File: src/rtl/core/ffba_pkg.sv
// shared types, constants and the microcode rom of the first-fit byte heap allocator
// no dependencies; used by ffba_heap, ffba_seq and first_fit_byte_heap_allocator
`timescale 1ns / 1ps
`default_nettype none

package ffba_pkg;

	localparam int MEM_BYTES    = 32;
	localparam int HEADER_BYTES = 5;
	localparam int SIZE_W       = 5;
	localparam int ADDR_W       = 5;
	localparam int OFF_W        = 5;
	localparam int HA_W         = $clog2(MEM_BYTES);
	// stored bytes only ever hold 0, 1 or a size value
	localparam int DATA_W       = SIZE_W;
	// widest walk position: jump from the last byte past a block of maximum size, plus a window
	localparam int POS_W        = $clog2(MEM_BYTES + 2 * HEADER_BYTES + 2 * (2 ** SIZE_W));
	localparam int STEP_W       = 4;

	typedef struct packed {
		logic              mode;
		logic [SIZE_W-1:0] size;
		logic [ADDR_W-1:0] address;
	} req_t;

	typedef struct packed {
		logic [OFF_W-1:0] block_offset;
		logic             fail;
	} rsp_t;

	localparam logic MODE_FREE = 1'b1;

	typedef logic [STEP_W-1:0] step_t;

	localparam step_t ST_IDLE    = 4'd0;
	localparam step_t ST_A_LOOP  = 4'd1;
	localparam step_t ST_A_SCAN  = 4'd2;
	localparam step_t ST_A_HIT   = 4'd3;
	localparam step_t ST_A_TAKE  = 4'd4;
	localparam step_t ST_A_TAKE2 = 4'd5;
	localparam step_t ST_A_FAIL  = 4'd6;
	localparam step_t ST_F_CHK   = 4'd7;
	localparam step_t ST_F_LEN   = 4'd8;
	localparam step_t ST_F_ZERO  = 4'd9;
	localparam step_t ST_F_DONE  = 4'd10;
	localparam step_t ST_F_FAIL  = 4'd11;

	typedef enum logic [2:0] {
		C_NEVER,
		C_NOREQ,
		C_REQ_FREE,
		C_NOFIT,
		C_Q_END,
		C_MARK,
		C_BADHDR,
		C_ZERO_END
	} cond_t;

	typedef enum logic [1:0] { P_HOLD, P_CLEAR, P_HIT } pop_t;
	typedef enum logic [1:0] { Q_HOLD, Q_FROM_P, Q_HDR, Q_INC } qop_t;
	typedef enum logic [1:0] { L_HOLD, L_WIN, L_FREE } lop_t;
	typedef enum logic [1:0] { R_Q, R_Q1, R_HDR } rsel_t;
	typedef enum logic [1:0] { W_NONE, W_MARK_P, W_SIZE_P1, W_ZERO_Q } wop_t;
	typedef enum logic [1:0] { O_NONE, O_ALLOC, O_FREE, O_FAIL } oop_t;

	typedef struct packed {
		cond_t cond;
		step_t target;
	} jmp_t;

	typedef struct packed {
		logic  accept;
		jmp_t  ja;
		jmp_t  jb;
		step_t next;
		pop_t  pop;
		qop_t  qop;
		lop_t  lop;
		rsel_t rsel;
		wop_t  wop;
		oop_t  oop;
	} ctl_t;

	typedef struct packed {
		logic no_req;
		logic req_free;
		logic nofit;
		logic q_end;
		logic mark;
		logic badhdr;
		logic zero_end;
	} cond_flags_t;

	function automatic ctl_t uw(input logic acc, input cond_t ca, input step_t ta,
			input cond_t cb, input step_t tb, input step_t nx, input pop_t po,
			input qop_t qo, input lop_t lo, input rsel_t rs, input wop_t wo,
			input oop_t oo);
		ctl_t w;
		w = '{acc, '{ca, ta}, '{cb, tb}, nx, po, qo, lo, rs, wo, oo};
		return w;
	endfunction

	// microprogram: ja has priority over jb, otherwise fall through to next
	function automatic ctl_t ucode_rom(input step_t s);
		ctl_t w;
		case (s)
			ST_IDLE: begin
				w = uw(1'b1, C_NOREQ, ST_IDLE, C_REQ_FREE, ST_F_CHK, ST_A_LOOP,
					P_CLEAR, Q_HOLD, L_HOLD, R_Q, W_NONE, O_NONE);
			end
			ST_A_LOOP: begin
				w = uw(1'b0, C_NOFIT, ST_A_FAIL, C_NEVER, ST_IDLE, ST_A_SCAN,
					P_HOLD, Q_FROM_P, L_WIN, R_Q, W_NONE, O_NONE);
			end
			ST_A_SCAN: begin
				w = uw(1'b0, C_Q_END, ST_A_TAKE, C_MARK, ST_A_HIT, ST_A_SCAN,
					P_HOLD, Q_INC, L_HOLD, R_Q, W_NONE, O_NONE);
			end
			ST_A_HIT: begin
				w = uw(1'b0, C_NEVER, ST_IDLE, C_NEVER, ST_IDLE, ST_A_LOOP,
					P_HIT, Q_HOLD, L_HOLD, R_Q, W_NONE, O_NONE);
			end
			ST_A_TAKE: begin
				w = uw(1'b0, C_NEVER, ST_IDLE, C_NEVER, ST_IDLE, ST_A_TAKE2,
					P_HOLD, Q_HOLD, L_HOLD, R_Q, W_MARK_P, O_NONE);
			end
			ST_A_TAKE2: begin
				w = uw(1'b0, C_NEVER, ST_IDLE, C_NEVER, ST_IDLE, ST_IDLE,
					P_HOLD, Q_HOLD, L_HOLD, R_Q, W_SIZE_P1, O_ALLOC);
			end
			ST_A_FAIL: begin
				w = uw(1'b0, C_NEVER, ST_IDLE, C_NEVER, ST_IDLE, ST_IDLE,
					P_HOLD, Q_HOLD, L_HOLD, R_Q, W_NONE, O_FAIL);
			end
			ST_F_CHK: begin
				w = uw(1'b0, C_BADHDR, ST_F_FAIL, C_NEVER, ST_IDLE, ST_F_LEN,
					P_HOLD, Q_HDR, L_HOLD, R_HDR, W_NONE, O_NONE);
			end
			ST_F_LEN: begin
				w = uw(1'b0, C_NEVER, ST_IDLE, C_NEVER, ST_IDLE, ST_F_ZERO,
					P_HOLD, Q_HOLD, L_FREE, R_Q1, W_NONE, O_NONE);
			end
			ST_F_ZERO: begin
				w = uw(1'b0, C_ZERO_END, ST_F_DONE, C_NEVER, ST_IDLE, ST_F_ZERO,
					P_HOLD, Q_INC, L_HOLD, R_Q, W_ZERO_Q, O_NONE);
			end
			ST_F_DONE: begin
				w = uw(1'b0, C_NEVER, ST_IDLE, C_NEVER, ST_IDLE, ST_IDLE,
					P_HOLD, Q_HOLD, L_HOLD, R_Q, W_NONE, O_FREE);
			end
			ST_F_FAIL: begin
				w = uw(1'b0, C_NEVER, ST_IDLE, C_NEVER, ST_IDLE, ST_IDLE,
					P_HOLD, Q_HOLD, L_HOLD, R_Q, W_NONE, O_FAIL);
			end
			default: begin
				w = uw(1'b0, C_NEVER, ST_IDLE, C_NEVER, ST_IDLE, ST_IDLE,
					P_HOLD, Q_HOLD, L_HOLD, R_Q, W_NONE, O_NONE);
			end
		endcase
		return w;
	endfunction

endpackage

`default_nettype wire

File: src/rtl/core/ffba_heap.sv
// heap byte store: flip-flop array cleared by reset, one read and one write port
// depends on ffba_pkg
`timescale 1ns / 1ps
`default_nettype none

module ffba_heap (
	input  wire logic                       clk,
	input  wire logic                       arst_n,
	input  wire logic [ffba_pkg::HA_W-1:0]   rd_idx,
	output logic      [ffba_pkg::DATA_W-1:0] rd_data,
	input  wire logic                       we,
	input  wire logic [ffba_pkg::HA_W-1:0]   wr_idx,
	input  wire logic [ffba_pkg::DATA_W-1:0] wr_data
);
	import ffba_pkg::*;

	logic [DATA_W-1:0] mem_q [MEM_BYTES];

	always_ff @(posedge clk or negedge arst_n) begin
		if (!arst_n) begin
			for (int i = 0; i < MEM_BYTES; i++) begin
				mem_q[i] <= '0;
			end
		end else if (we) begin
			mem_q[wr_idx] <= wr_data;
		end
	end

	assign rd_data = mem_q[rd_idx];

endmodule

`default_nettype wire

File: src/rtl/core/ffba_seq.sv
// microcode sequencer: step counter, control rom and two-way conditional jump
// depends on ffba_pkg
`timescale 1ns / 1ps
`default_nettype none

module ffba_seq (
	input  wire logic                  clk,
	input  wire logic                  arst_n,
	input  wire ffba_pkg::cond_flags_t flags,
	input  wire logic                  stall,
	output ffba_pkg::ctl_t             ctl,
	output logic                       fall
);
	import ffba_pkg::*;

	step_t pc_q;
	step_t pc_next;
	logic  take_a;
	logic  take_b;

	function automatic logic cond_sel(input cond_t c, input cond_flags_t f);
		logic r;
		case (c)
			C_NEVER:    r = 1'b0;
			C_NOREQ:    r = f.no_req;
			C_REQ_FREE: r = f.req_free;
			C_NOFIT:    r = f.nofit;
			C_Q_END:    r = f.q_end;
			C_MARK:     r = f.mark;
			C_BADHDR:   r = f.badhdr;
			C_ZERO_END: r = f.zero_end;
			default:    r = 1'b0;
		endcase
		return r;
	endfunction

	assign ctl    = ucode_rom(pc_q);
	assign take_a = cond_sel(ctl.ja.cond, flags);
	assign take_b = cond_sel(ctl.jb.cond, flags);
	assign fall   = !take_a && !take_b;

	always_comb begin
		if (take_a) begin
			pc_next = ctl.ja.target;
		end else if (take_b) begin
			pc_next = ctl.jb.target;
		end else begin
			pc_next = ctl.next;
		end
	end

	always_ff @(posedge clk or negedge arst_n) begin
		if (!arst_n) begin
			pc_q <= ST_IDLE;
		end else if (!stall) begin
			pc_q <= pc_next;
		end
	end

	property p_step_valid;
		@(posedge clk) disable iff (!arst_n) pc_q <= ST_F_FAIL;
	endproperty
	a_step_valid: assert property (p_step_valid) else $error("step counter left the program");

	property p_idle_return;
		@(posedge clk) disable iff (!arst_n)
			(!stall && ctl.oop != O_NONE) |=> pc_q == ST_IDLE;
	endproperty
	a_idle_return: assert property (p_idle_return) else $error("no return to idle after result");

	property p_stall_hold;
		@(posedge clk) disable iff (!arst_n) stall |=> $stable(pc_q);
	endproperty
	a_stall_hold: assert property (p_stall_hold) else $error("step moved during stall");

endmodule

`default_nettype wire

File: src/rtl/core/first_fit_byte_heap_allocator.sv
// top level of the first-fit byte heap allocator: datapath around the microcode sequencer
// depends on ffba_pkg, ffba_heap and ffba_seq
`timescale 1ns / 1ps
`default_nettype none

// First-fit allocator over a 32-byte heap that reset clears. Each request takes one result.
// Allocate walks the heap from offset 0 one byte per cycle, jumping past every used mark it
// meets (reading that block's size from the byte after the mark), and writes the mark and
// size into a five-byte header when the header plus data window is free; it returns the
// data offset, or fail when no window fits. Free checks the mark in front of the address
// and zeroes the header and data one byte per cycle. The single heap read port sets the
// pace. A new request is taken only once the previous result has been placed in the
// output register, which holds it until taken.
module first_fit_byte_heap_allocator (
	input  wire logic           clk,
	input  wire logic           arst_n,
	input  wire logic           req_valid,
	output logic                req_ready,
	input  wire ffba_pkg::req_t req,
	output logic                rsp_valid,
	input  wire logic           rsp_ready,
	output ffba_pkg::rsp_t      rsp
);
	import ffba_pkg::*;

	ctl_t              ctl;
	logic              fall;
	logic              stall;
	cond_flags_t       flags;

	logic [SIZE_W-1:0] size_q;
	logic [ADDR_W-1:0] addr_q;
	logic [POS_W-1:0]  p_q;
	logic [POS_W-1:0]  q_q;
	logic [POS_W-1:0]  lim_q;
	rsp_t              out_q;
	logic              out_valid_q;

	logic [POS_W-1:0]  q_inc;
	logic [POS_W-1:0]  addr_w;
	logic [POS_W-1:0]  hdr_pos;
	logic [POS_W-1:0]  win_end;
	logic [POS_W-1:0]  hit_size;
	logic [POS_W-1:0]  alloc_off;
	logic [HA_W-1:0]   rd_idx;
	logic [DATA_W-1:0] rd_data;
	logic              heap_we;
	logic [HA_W-1:0]   wr_idx;
	logic [DATA_W-1:0] wr_data;
	logic              accept;

	localparam logic [DATA_W-1:0] USED_MARK = DATA_W'(1);

	ffba_seq u_seq (
		.clk    (clk),
		.arst_n (arst_n),
		.flags  (flags),
		.stall  (stall),
		.ctl    (ctl),
		.fall   (fall)
	);

	ffba_heap u_heap (
		.clk     (clk),
		.arst_n  (arst_n),
		.rd_idx  (rd_idx),
		.rd_data (rd_data),
		.we      (heap_we),
		.wr_idx  (wr_idx),
		.wr_data (wr_data)
	);

	assign req_ready = ctl.accept;
	assign accept    = req_valid && req_ready;
	// a result step waits while the output register is still occupied
	assign stall     = (ctl.oop != O_NONE) && out_valid_q && !rsp_ready;

	assign q_inc     = q_q + POS_W'(1);
	assign addr_w    = POS_W'(addr_q);
	assign hdr_pos   = addr_w - POS_W'(HEADER_BYTES);
	assign win_end   = p_q + POS_W'(HEADER_BYTES) + POS_W'(size_q);
	// size byte of a mark in the last heap byte reads as zero
	assign hit_size  = (q_q >= POS_W'(MEM_BYTES)) ? '0 : POS_W'(rd_data);
	assign alloc_off = p_q + POS_W'(HEADER_BYTES);

	always_comb begin
		case (ctl.rsel)
			R_Q:     rd_idx = q_q[HA_W-1:0];
			R_Q1:    rd_idx = q_inc[HA_W-1:0];
			R_HDR:   rd_idx = hdr_pos[HA_W-1:0];
			default: rd_idx = q_q[HA_W-1:0];
		endcase
	end

	always_comb begin
		flags.no_req   = !req_valid;
		flags.req_free = req.mode == MODE_FREE;
		flags.nofit    = win_end > POS_W'(MEM_BYTES);
		flags.q_end    = q_q >= lim_q;
		flags.mark     = rd_data == USED_MARK;
		flags.badhdr   = (addr_w < POS_W'(HEADER_BYTES)) || (addr_w >= POS_W'(MEM_BYTES))
			|| (rd_data != USED_MARK);
		flags.zero_end = (q_q >= lim_q) || (q_q >= POS_W'(MEM_BYTES));
	end

	// heap writes only on fall-through steps
	always_comb begin
		heap_we = !stall && fall && (ctl.wop != W_NONE);
		case (ctl.wop)
			W_MARK_P: begin
				wr_idx  = p_q[HA_W-1:0];
				wr_data = USED_MARK;
			end
			W_SIZE_P1: begin
				wr_idx  = HA_W'(p_q + POS_W'(1));
				wr_data = DATA_W'(size_q);
			end
			W_ZERO_Q: begin
				wr_idx  = q_q[HA_W-1:0];
				wr_data = '0;
			end
			default: begin
				wr_idx  = q_q[HA_W-1:0];
				wr_data = '0;
			end
		endcase
	end

	always_ff @(posedge clk) begin
		if (accept) begin
			size_q <= req.size;
			addr_q <= req.address;
		end
	end

	always_ff @(posedge clk) begin
		if (!stall) begin
			case (ctl.pop)
				P_CLEAR: p_q <= '0;
				// q already points one past the mark here
				P_HIT:   p_q <= q_q + POS_W'(HEADER_BYTES - 1) + hit_size;
				default: p_q <= p_q;
			endcase
			case (ctl.qop)
				Q_FROM_P: q_q <= p_q;
				Q_HDR:    q_q <= hdr_pos;
				Q_INC:    q_q <= q_inc;
				default:  q_q <= q_q;
			endcase
			case (ctl.lop)
				L_WIN:   lim_q <= win_end;
				L_FREE:  lim_q <= addr_w + POS_W'(rd_data);
				default: lim_q <= lim_q;
			endcase
		end
	end

	always_ff @(posedge clk or negedge arst_n) begin
		if (!arst_n) begin
			out_valid_q <= 1'b0;
		end else if (ctl.oop != O_NONE && !stall) begin
			out_valid_q <= 1'b1;
		end else if (rsp_ready) begin
			out_valid_q <= 1'b0;
		end
	end

	always_ff @(posedge clk) begin
		if (!stall) begin
			case (ctl.oop)
				O_ALLOC: out_q <= '{block_offset: alloc_off[OFF_W-1:0], fail: 1'b0};
				O_FREE:  out_q <= '{block_offset: '0, fail: 1'b0};
				O_FAIL:  out_q <= '{block_offset: '0, fail: 1'b1};
				default: out_q <= out_q;
			endcase
		end
	end

	assign rsp_valid = out_valid_q;
	assign rsp       = out_q;

	property p_busy_after_accept;
		@(posedge clk) disable iff (!arst_n) accept |=> !req_ready;
	endproperty
	a_busy_after_accept: assert property (p_busy_after_accept)
		else $error("request taken while previous one in flight");

	property p_no_write_on_accept;
		@(posedge clk) disable iff (!arst_n) accept |-> !heap_we;
	endproperty
	a_no_write_on_accept: assert property (p_no_write_on_accept)
		else $error("heap written in idle step");

	property p_alloc_fits;
		@(posedge clk) disable iff (!arst_n)
			(ctl.oop == O_ALLOC && !stall) |-> win_end <= POS_W'(MEM_BYTES);
	endproperty
	a_alloc_fits: assert property (p_alloc_fits) else $error("allocated window past heap end");

	property p_result_held;
		@(posedge clk) disable iff (!arst_n)
			stall |=> out_valid_q && $stable(out_q);
	endproperty
	a_result_held: assert property (p_result_held) else $error("pending result overwritten");

endmodule

`default_nettype wire
File: config.mk
export PLATFORM = sky130hd
export DESIGN_NAME = first_fit_byte_heap_allocator
export DESIGN_NICKNAME = d
export VERILOG_FILES = /design/src/rtl/core/ffba_pkg.sv /design/src/rtl/core/ffba_heap.sv /design/src/rtl/core/ffba_seq.sv /design/src/rtl/core/first_fit_byte_heap_allocator.sv
export SDC_FILE = /design/constraint.sdc
export NUM_CORES = 1
export LEC_CHECK = 0
export ABC_AREA = 1
export CAP_MARGIN = 20
export CORE_MARGIN = 3
export CORE_UTILIZATION = 50
export CTS_CLUSTER_DIAMETER = 120
export DETAILED_ROUTE_END_ITERATION = 12
export DONT_BUFFER_PORTS = 1
export PLACE_DENSITY = 0.72
export SYNTH_ARGS = -nofsm -noshare
export SYNTH_HDL_FRONTEND = slang
export SYNTH_SLANG_ARGS = --single-unit
File: constraint.sdc
create_clock -name clk -period 9.4 [get_ports clk]
set_input_delay 1.88 -clock clk [delete_from_list [all_inputs] [get_ports clk]]
set_output_delay 1.88 -clock clk [all_outputs]
set_load 0.03 [all_outputs]
* Word-level counts from Yosys, hierarchy flattened
Memories as Yosys holds them, arrays and structs flattened.
Index checks and enable logic that the tools add are counted.
** Word-level totals
- Bits in registers :: 202
- ROM bits :: 480
- Bits of input ports :: 15
- Output and inout bits :: 8
- Logic and storage cells :: 140
- Memories kept :: 1
** Cells by class
- Add/subtract/negate cells :: 8
- Magnitude comparators :: 8
- Equal/unequal tests :: 30
- Multiplexer cells :: 20
- Bitwise operators :: 3
- Reduce and logical (&&, ||, !) cells :: 29
** Memories
- (name not given) :: words 16, bits a word 30, rd ports 1, clocked after Yosys merged registers in 0, write ports 0, RTL line ffba_pkg.sv:106 : case (s)
** Operators with widths (count)
- 160-bit bitwise mux :: 1
- 5-bit one-hot mux with 2 select lines :: 3
- 7-bit one-hot mux with 2 select lines :: 2
- 5-bit binary-select mux with 5-bit select :: 1
- 5-bit demux with 5-bit select :: 1
- 3-bit equality test, second input constant :: 8
- 7-bit one-hot mux with 3 select lines :: 1
- 5-bit two-way mux :: 4
- 6-bit one-hot mux with 3 select lines :: 1
- 2-bit equality test, second input constant :: 8
- 1-bit one-hot mux with 8 select lines :: 2
- 7-bit by 3-bit adder with 7-bit output, second input constant :: 2
- 7-bit by 5-bit adder with 7-bit output :: 2
- 2-bit by 1-bit equality test with 1-bit output, second input constant :: 6
- 3-bit by 2-bit equality test with 1-bit output, second input constant :: 4
- 6-bit >= comparator, second input constant :: 2
- 5-bit NOT with 6-bit output :: 2
- 2-bit nonzero test :: 5
- 1-bit logical AND :: 8
- 4-bit two-way mux :: 2
- 2-bit AND reduction :: 4
- 7-bit by 1-bit adder with 7-bit output, second input constant :: 1
- 7-bit by 6-bit >= comparator with 1-bit output, second input constant :: 1
- 7-bit >= comparator :: 1
- 16 further kinds :: 26

* Logic depth before layout (Yosys ltp)
An unclocked memory read counts as a cell.
- Depth after elaboration :: 14
- Depth in mapped cells :: 30
- Depth with buffers taken out :: 29

* Modules after synthesis
Synthesis repeated with hierarchy kept, for this count alone.
** Second synthesis, totals
- Cell total of the unflattened synthesis :: 1451
- Area, all modules :: 11317.1 µm²
** By module, submodules not included
- ffba_heap :: instances 1, cells each 936, area each 7472.2 µm², sequential area each 4003.8 µm²
- first_fit_byte_heap_allocator :: instances 1, cells each 395, area each 3106.7 µm², sequential area each 1136.1 µm²
- ffba_seq :: instances 1, cells each 120, area each 738.2 µm², sequential area each 100.1 µm²

* Worst setup path before layout
No wires, ideal clock.
- Path kind :: flip-flop to flip-flop
- Start :: register u_seq.pc_q[1]
- End :: register p_q[6], data pin
- Setup time :: 0.259 ns
- Arrival :: 3.214 ns
- Required time :: 9.141 ns
- Setup slack :: 5.928 ns
- Cell stages (with the launch flop) :: 28
- Path buffers :: 1
- Period minus slack after synthesis :: 3.472 ns
- Cells stage by stage :: dfrtp_1 inv_1 ha_1 nand3_2 nand2_2 nor2_1 nor2_1 buf_2 nand3_1 nand3_1 nand3_1 nand2_1 nand2_1 nand2_1 nand2_1 ha_1 inv_1 ha_1 a21oi_1 nor2_1 nor2_1 inv_1 nand2_1 inv_1 nor2_1 nor2_1 nor2_1 a21oi_1
** Between the ends
- Cells in the longest elaborated chain, start to end :: 10
- Elaborated cells between the ends (all ways) :: 13
- Those cells by class :: 1 x add/sub; 4 x eq/ne; 6 x mux; 1 x bitwise; 1 x memory
** RTL lines
- start: declaration :: RTL line ffba_seq.sv:16 : step_t pc_q;
- start signal: assignment :: RTL line ffba_seq.sv:56 : pc_q <= pc_next;
- memory 16 x 30 bit *
- 2-bit equality test or 2-bit by 1-bit equality test with 1-bit output (tied branches) :: RTL line first_fit_byte_heap_allocator.sv:87 : case (ctl.rsel)
- 5-bit one-hot mux with 2 select lines :: RTL line first_fit_byte_heap_allocator.sv:87
- 5-bit NOT with 6-bit output (implied by the code) :: RTL line ffba_heap.sv:29 : assign rd_data = mem_q[rd_idx];
- 5-bit binary-select mux with 5-bit select :: RTL line ffba_heap.sv:29
- 5-bit two-way mux (implied by the code) (2 in series) :: RTL line ffba_heap.sv:29
- 5-bit two-way mux :: RTL line first_fit_byte_heap_allocator.sv:83 : assign hit_size = (q_q >= POS_W'(MEM_BYTES)) ? '0 : POS_W'(rd_data);
- 7-bit by 5-bit adder with 7-bit output :: RTL line first_fit_byte_heap_allocator.sv:141 : P_HIT: p_q <= q_q + POS_W'(HEADER_BYTES - 1) + hit_size;
- 7-bit one-hot mux with 2 select lines * :: RTL line first_fit_byte_heap_allocator.sv:138 : case (ctl.pop)
- end signal: assignment :: RTL line first_fit_byte_heap_allocator.sv:141
- end signal: assignment :: RTL line first_fit_byte_heap_allocator.sv:142 : default: p_q <= p_q;
- end: declaration :: RTL line first_fit_byte_heap_allocator.sv:33 : logic [POS_W-1:0] p_q;
Mark *: on every way between the ends. The rest lies on a longest branch, timed or not. The select of a mux whose other input is x is not followed.
A chain may end at the register's enable or synchronous reset.

* Final worst setup path
- Start :: register u_seq.pc_q[1]
- End :: register u_heap.mem_q[9] (netlist bit)
** Between the ends
- Cells in the longest elaborated chain, start to end :: 14
- Elaborated cells between the ends (all ways) :: 50
- Those cells by class :: 2 x order compare; 20 x eq/ne; 11 x mux; 2 x bitwise; 14 x reduce/logical; 1 x memory
** RTL lines
- memory 16 x 30 bit *
- 2-bit equality test or 2-bit by 1-bit equality test with 1-bit output (tied branches) :: RTL line first_fit_byte_heap_allocator.sv:87
- 5-bit one-hot mux with 2 select lines :: RTL line first_fit_byte_heap_allocator.sv:87
- 5-bit NOT with 6-bit output (implied by the code) :: RTL line ffba_heap.sv:29
- 5-bit binary-select mux with 5-bit select :: RTL line ffba_heap.sv:29
- 5-bit two-way mux (implied by the code) (2 in series) :: RTL line ffba_heap.sv:29
- 5-bit by 1-bit != test with 1-bit output :: RTL line first_fit_byte_heap_allocator.sv:102 : || (rd_data != USED_MARK);
- 1-bit logical OR :: RTL line first_fit_byte_heap_allocator.sv:102
- 1-bit one-hot mux with 8 select lines :: RTL line ffba_seq.sv:23 : case (c)
- 1-bit zero test :: RTL line ffba_seq.sv:40 : assign fall = !take_a && !take_b;
- 1-bit logical AND :: RTL line ffba_seq.sv:40
- 1-bit logical AND (2 in series) :: RTL line first_fit_byte_heap_allocator.sv:108 : heap_we = !stall && fall && (ctl.wop != W_NONE);
- end signal: indexed assignment :: RTL line ffba_heap.sv:25 : mem_q[wr_idx] <= wr_data;
- end: declaration :: RTL line ffba_heap.sv:17 : logic [DATA_W-1:0] mem_q [MEM_BYTES];
Marked as above.

==> impl_results.md <==
* Status: completed
* Routed wire length at 35.3 mm
* Switching Fraction at 53.0%
* Worst Path Max Fanout at 86
* Max Cap Violations at 0
* Vias in the first global route at 10.5k
* Comb pwr share at 56.9%
* Via count at 11.5k
* Final core occ at 54.5%
* Dominant cell type by area after synthesis: dfrtp_1
* Worst skew pair latency at 0.53 ns
* Final nets at 1,640
* Initial antenna violation count at 0
* Share of layout cells above drive strength 1 at 5.75%
* Tot GR Track Use at 26.4%
* Leak at 6.49 nW
* Setup-failing EPs final at 0
* Async set or reset register ratio after synthesis at 81.7%
* Internal power at 0.00239 W
* Post-synth EDFFs at 37
* Seq cells post-synth at 202
* Peak VDD IR at 0.000232 V
* Number of hold buffers added after CTS at 0
* Hold EP: u_heap.mem_q[118]$_DFFE_PN0P_
* Pwr/cell area at 382 mW/mm2
* Worst hold stages at 2
* First-pass iteration count of the detailed router at 6
* Residual DRC at 0
* Final hold viol count at 0
* Critical path type: flop to flop
* Sw power at 0.00270 W
* Max Freq at 0.149 GHz
* Clk slew on worst S/H paths at 0.06 ns
* IO Count at 23
* Initial DRC count at 1,582
* R2r setup slk at 2.69 ns
* Dominant synthesized flop cell: dfrtp_1
* RSZ-0062 raised after global routing: false
* H-tree Lvls at 1
* FF-to-FF path depth at 22
* Slew headroom at 28.5%
* GPL Wtd Cong at 1.03
* Count leader, synth: nand2_1
* Worst Hold Launch: u_heap.mem_q[118]$_DFFE_PN0P_
* CP Capture Type: flop
* Clock sink total at 202
* Setup TNS at 0 ns
* Clock Skews at 0.0107 ns
* Die ar. at 0.0270 mm2
* Synth Net Count at 1,697
* Sequential power share at 24.6%
* Final worst path period share at 71.3%
* Drt via density at 5.98
* DRT antenna net count at 0
* HPWL after detailed placement at 22.8 mm
* Synth area leaders: dfrtp_1 33%, nand2_1 17%, nand4_1 10%
* Mapped cell area at 0.0125 mm2
* Worst slew pin tran at 1.07 ns
* Seq/Total Area, Yosys at 41.9%
* Die width at 164 um
* First-pass GRT wire length at 56.9 mm
* I/O Buffers at 0
* Post-synth top cells: 560 x nand2_1, 209 x nand4_1, 165 x dfrtp_1
* Reg2reg start: u_seq.pc_q[1]$_DFFE_PN0N_
* Die Ht at 164 um
* Top-area cell type share of the netlist area at 33.0%
* Syn avg cell area at 7.63 um2
* Syn-to-layout area delta at 6.49%
* RR Endpoint: u_heap.mem_q[9]$_DFFE_PN0P_
* Ys Warns at 0
* Synth Instances at 1,641
* Slew Limit Fails at 0
* Initial Util at 51.2%
* Largest net degree at the start of global routing at 166
* Resize count post-CTS at 0
* Critical Path AT at 7.12 ns
* Grt total ovfl at 0
* CTS tree: yes
* CTS root buf: clkbuf_16
* # rows at 57
* Hold Crit Class: flop to flop
* WL/cell at 18.4 um
* Core ar. at 0.0245 mm2
* Period minus WS final at 6.71 ns
* Distinct cells, synth at 41
* Critical path data required time at 9.81 ns
* TritonCTS Buffers at 24
* Startpoint Class: flop
* Clock Path Buffers at 3
* ANT cells at 0
* Post-CTS setup buffer count at 0
* CP Launch Point: u_seq.pc_q[1]$_DFFE_PN0N_
* Clock Power Share at 18.5%
final cells by class:
type,instances,area (um2)
timing repair buffer,15,113
clock buffer,32,662
clock inverter,10,124
multi-input combinational,1204,6270
fill,2286,11100
tap,324,405
inverter,137,514
sequential,202,5240
state kept, by name (all words and copies together), names as in the netlist:
name	flops
addr_q	5
u_seq.pc_q	4
size_q	5
rsp_valid	1
p_q	7
q_q	7
lim_q	7
rsp	6
u_heap.mem_q	160
cells by family (layout without fill, tap and decap cells):
family	count (synthesis)	in the layout	synth area share (%)
DFF	202	202	41.9
adders and majority gates	41	41	4.28
and+or+nand+nor	1066	1066	40.8
buffers and inverters	235	194	8.21
xor gates and xnor gates	13	13	0.910
AOI/OAI and AO/OA	84	84	3.94
power groups by stage:
stage	registers, W	clock network, W	logic (W)
after floorplan	0.00121	0	0.00229
after global placement	0.00126	0	0.00280
after detailed placement	0.00126	0	0.00284
after CTS	0.00125	0.000959	0.00284
after global routing	0.00126	0.000994	0.00320
final	0.00125	0.000941	0.00290
per-stage QoR:
stage	power, W	instances	worst slack (ns)	hold WS (ns)	cell area [um2]
finish	0.00509	1924	2.69	0.468	13300
global route	0.00546	1924	2.10	0.487	13300
CTS	0.00505	1924	2.91	0.473	13300
detailed placement	0.00410	1882	2.93	0.459	12500
global placement	0.00406	1882	3.07	0.455	12500
floorplan	0.00350	1641	5.93	0.442	12500
layer usage:
layer	GRT usage, %	vias up	routed length (um)
met3	3.88	114	3380
met5	0	-	0
met2	40.0	582	15600
met4	9.30	0	1310
li1	-	5449	-
met1	38.7	5364	15100
cell usage in the layout (no fill, tap or decap), types with 6 or more instances in the layout:
cell / netlist / layout
edfxtp_1: 37 / 37
inv_1: 131 / 128
ha_1: 38 / 38
clkinv_1: 1 / 6
buf_4: 10 / 15
clkbuf_16: 0 / 25
clkbuf_1: 48 / 6
nand2_1: 560 / 560
inv_2: 5 / 6
nand3_1: 164 / 164
o211ai_1: 11 / 11
nor2_1: 96 / 94
nand3_4: 23 / 23
o21ai_0: 25 / 25
a21oi_1: 30 / 29
xor2_1: 10 / 10
nand4_1: 209 / 209
dfrtp_1: 165 / 165
worst max-delay path by stage:
stage / to / slack [ns] / cells past startpoint
after global placement: u_heap.mem_q[8]$_DFFE_PN0P_ / 3.07 / 22
after CTS: u_heap.mem_q[9]$_DFFE_PN0P_ / 2.91 / 22
final: u_heap.mem_q[9]$_DFFE_PN0P_ / 2.69 / 22
after detailed placement: u_heap.mem_q[8]$_DFFE_PN0P_ / 2.93 / 22
after global routing: u_heap.mem_q[9]$_DFFE_PN0P_ / 2.10 / 22
after floorplan: p_q[6]$_SDFFCE_PP0P_ / 5.93 / 27
critical path, stage by stage (launching register included):
cell and delay, ns:
dfrtp_1 0.44, inv_1 0.17, ha_1 0.24, nand3_2 0.22, nand3_4 0.47, nand3_4 0.85, inv_2 0.82, nand2_1 0.10
nand3_1 0.10, nand3_1 0.13, nand3_1 0.21, nand3_1 0.13, nand2_1 0.16, nand2_1 0.08, nor2_2 0.13, nand3_1 0.10
nand2_2 0.10, nand3_4 0.10, nor2_4 0.71, buf_4 0.72, nand3_1 0.31, nand2_1 0.14, nand2_1 0.06
Note: power is estimated with default switching activity, not from simulation.
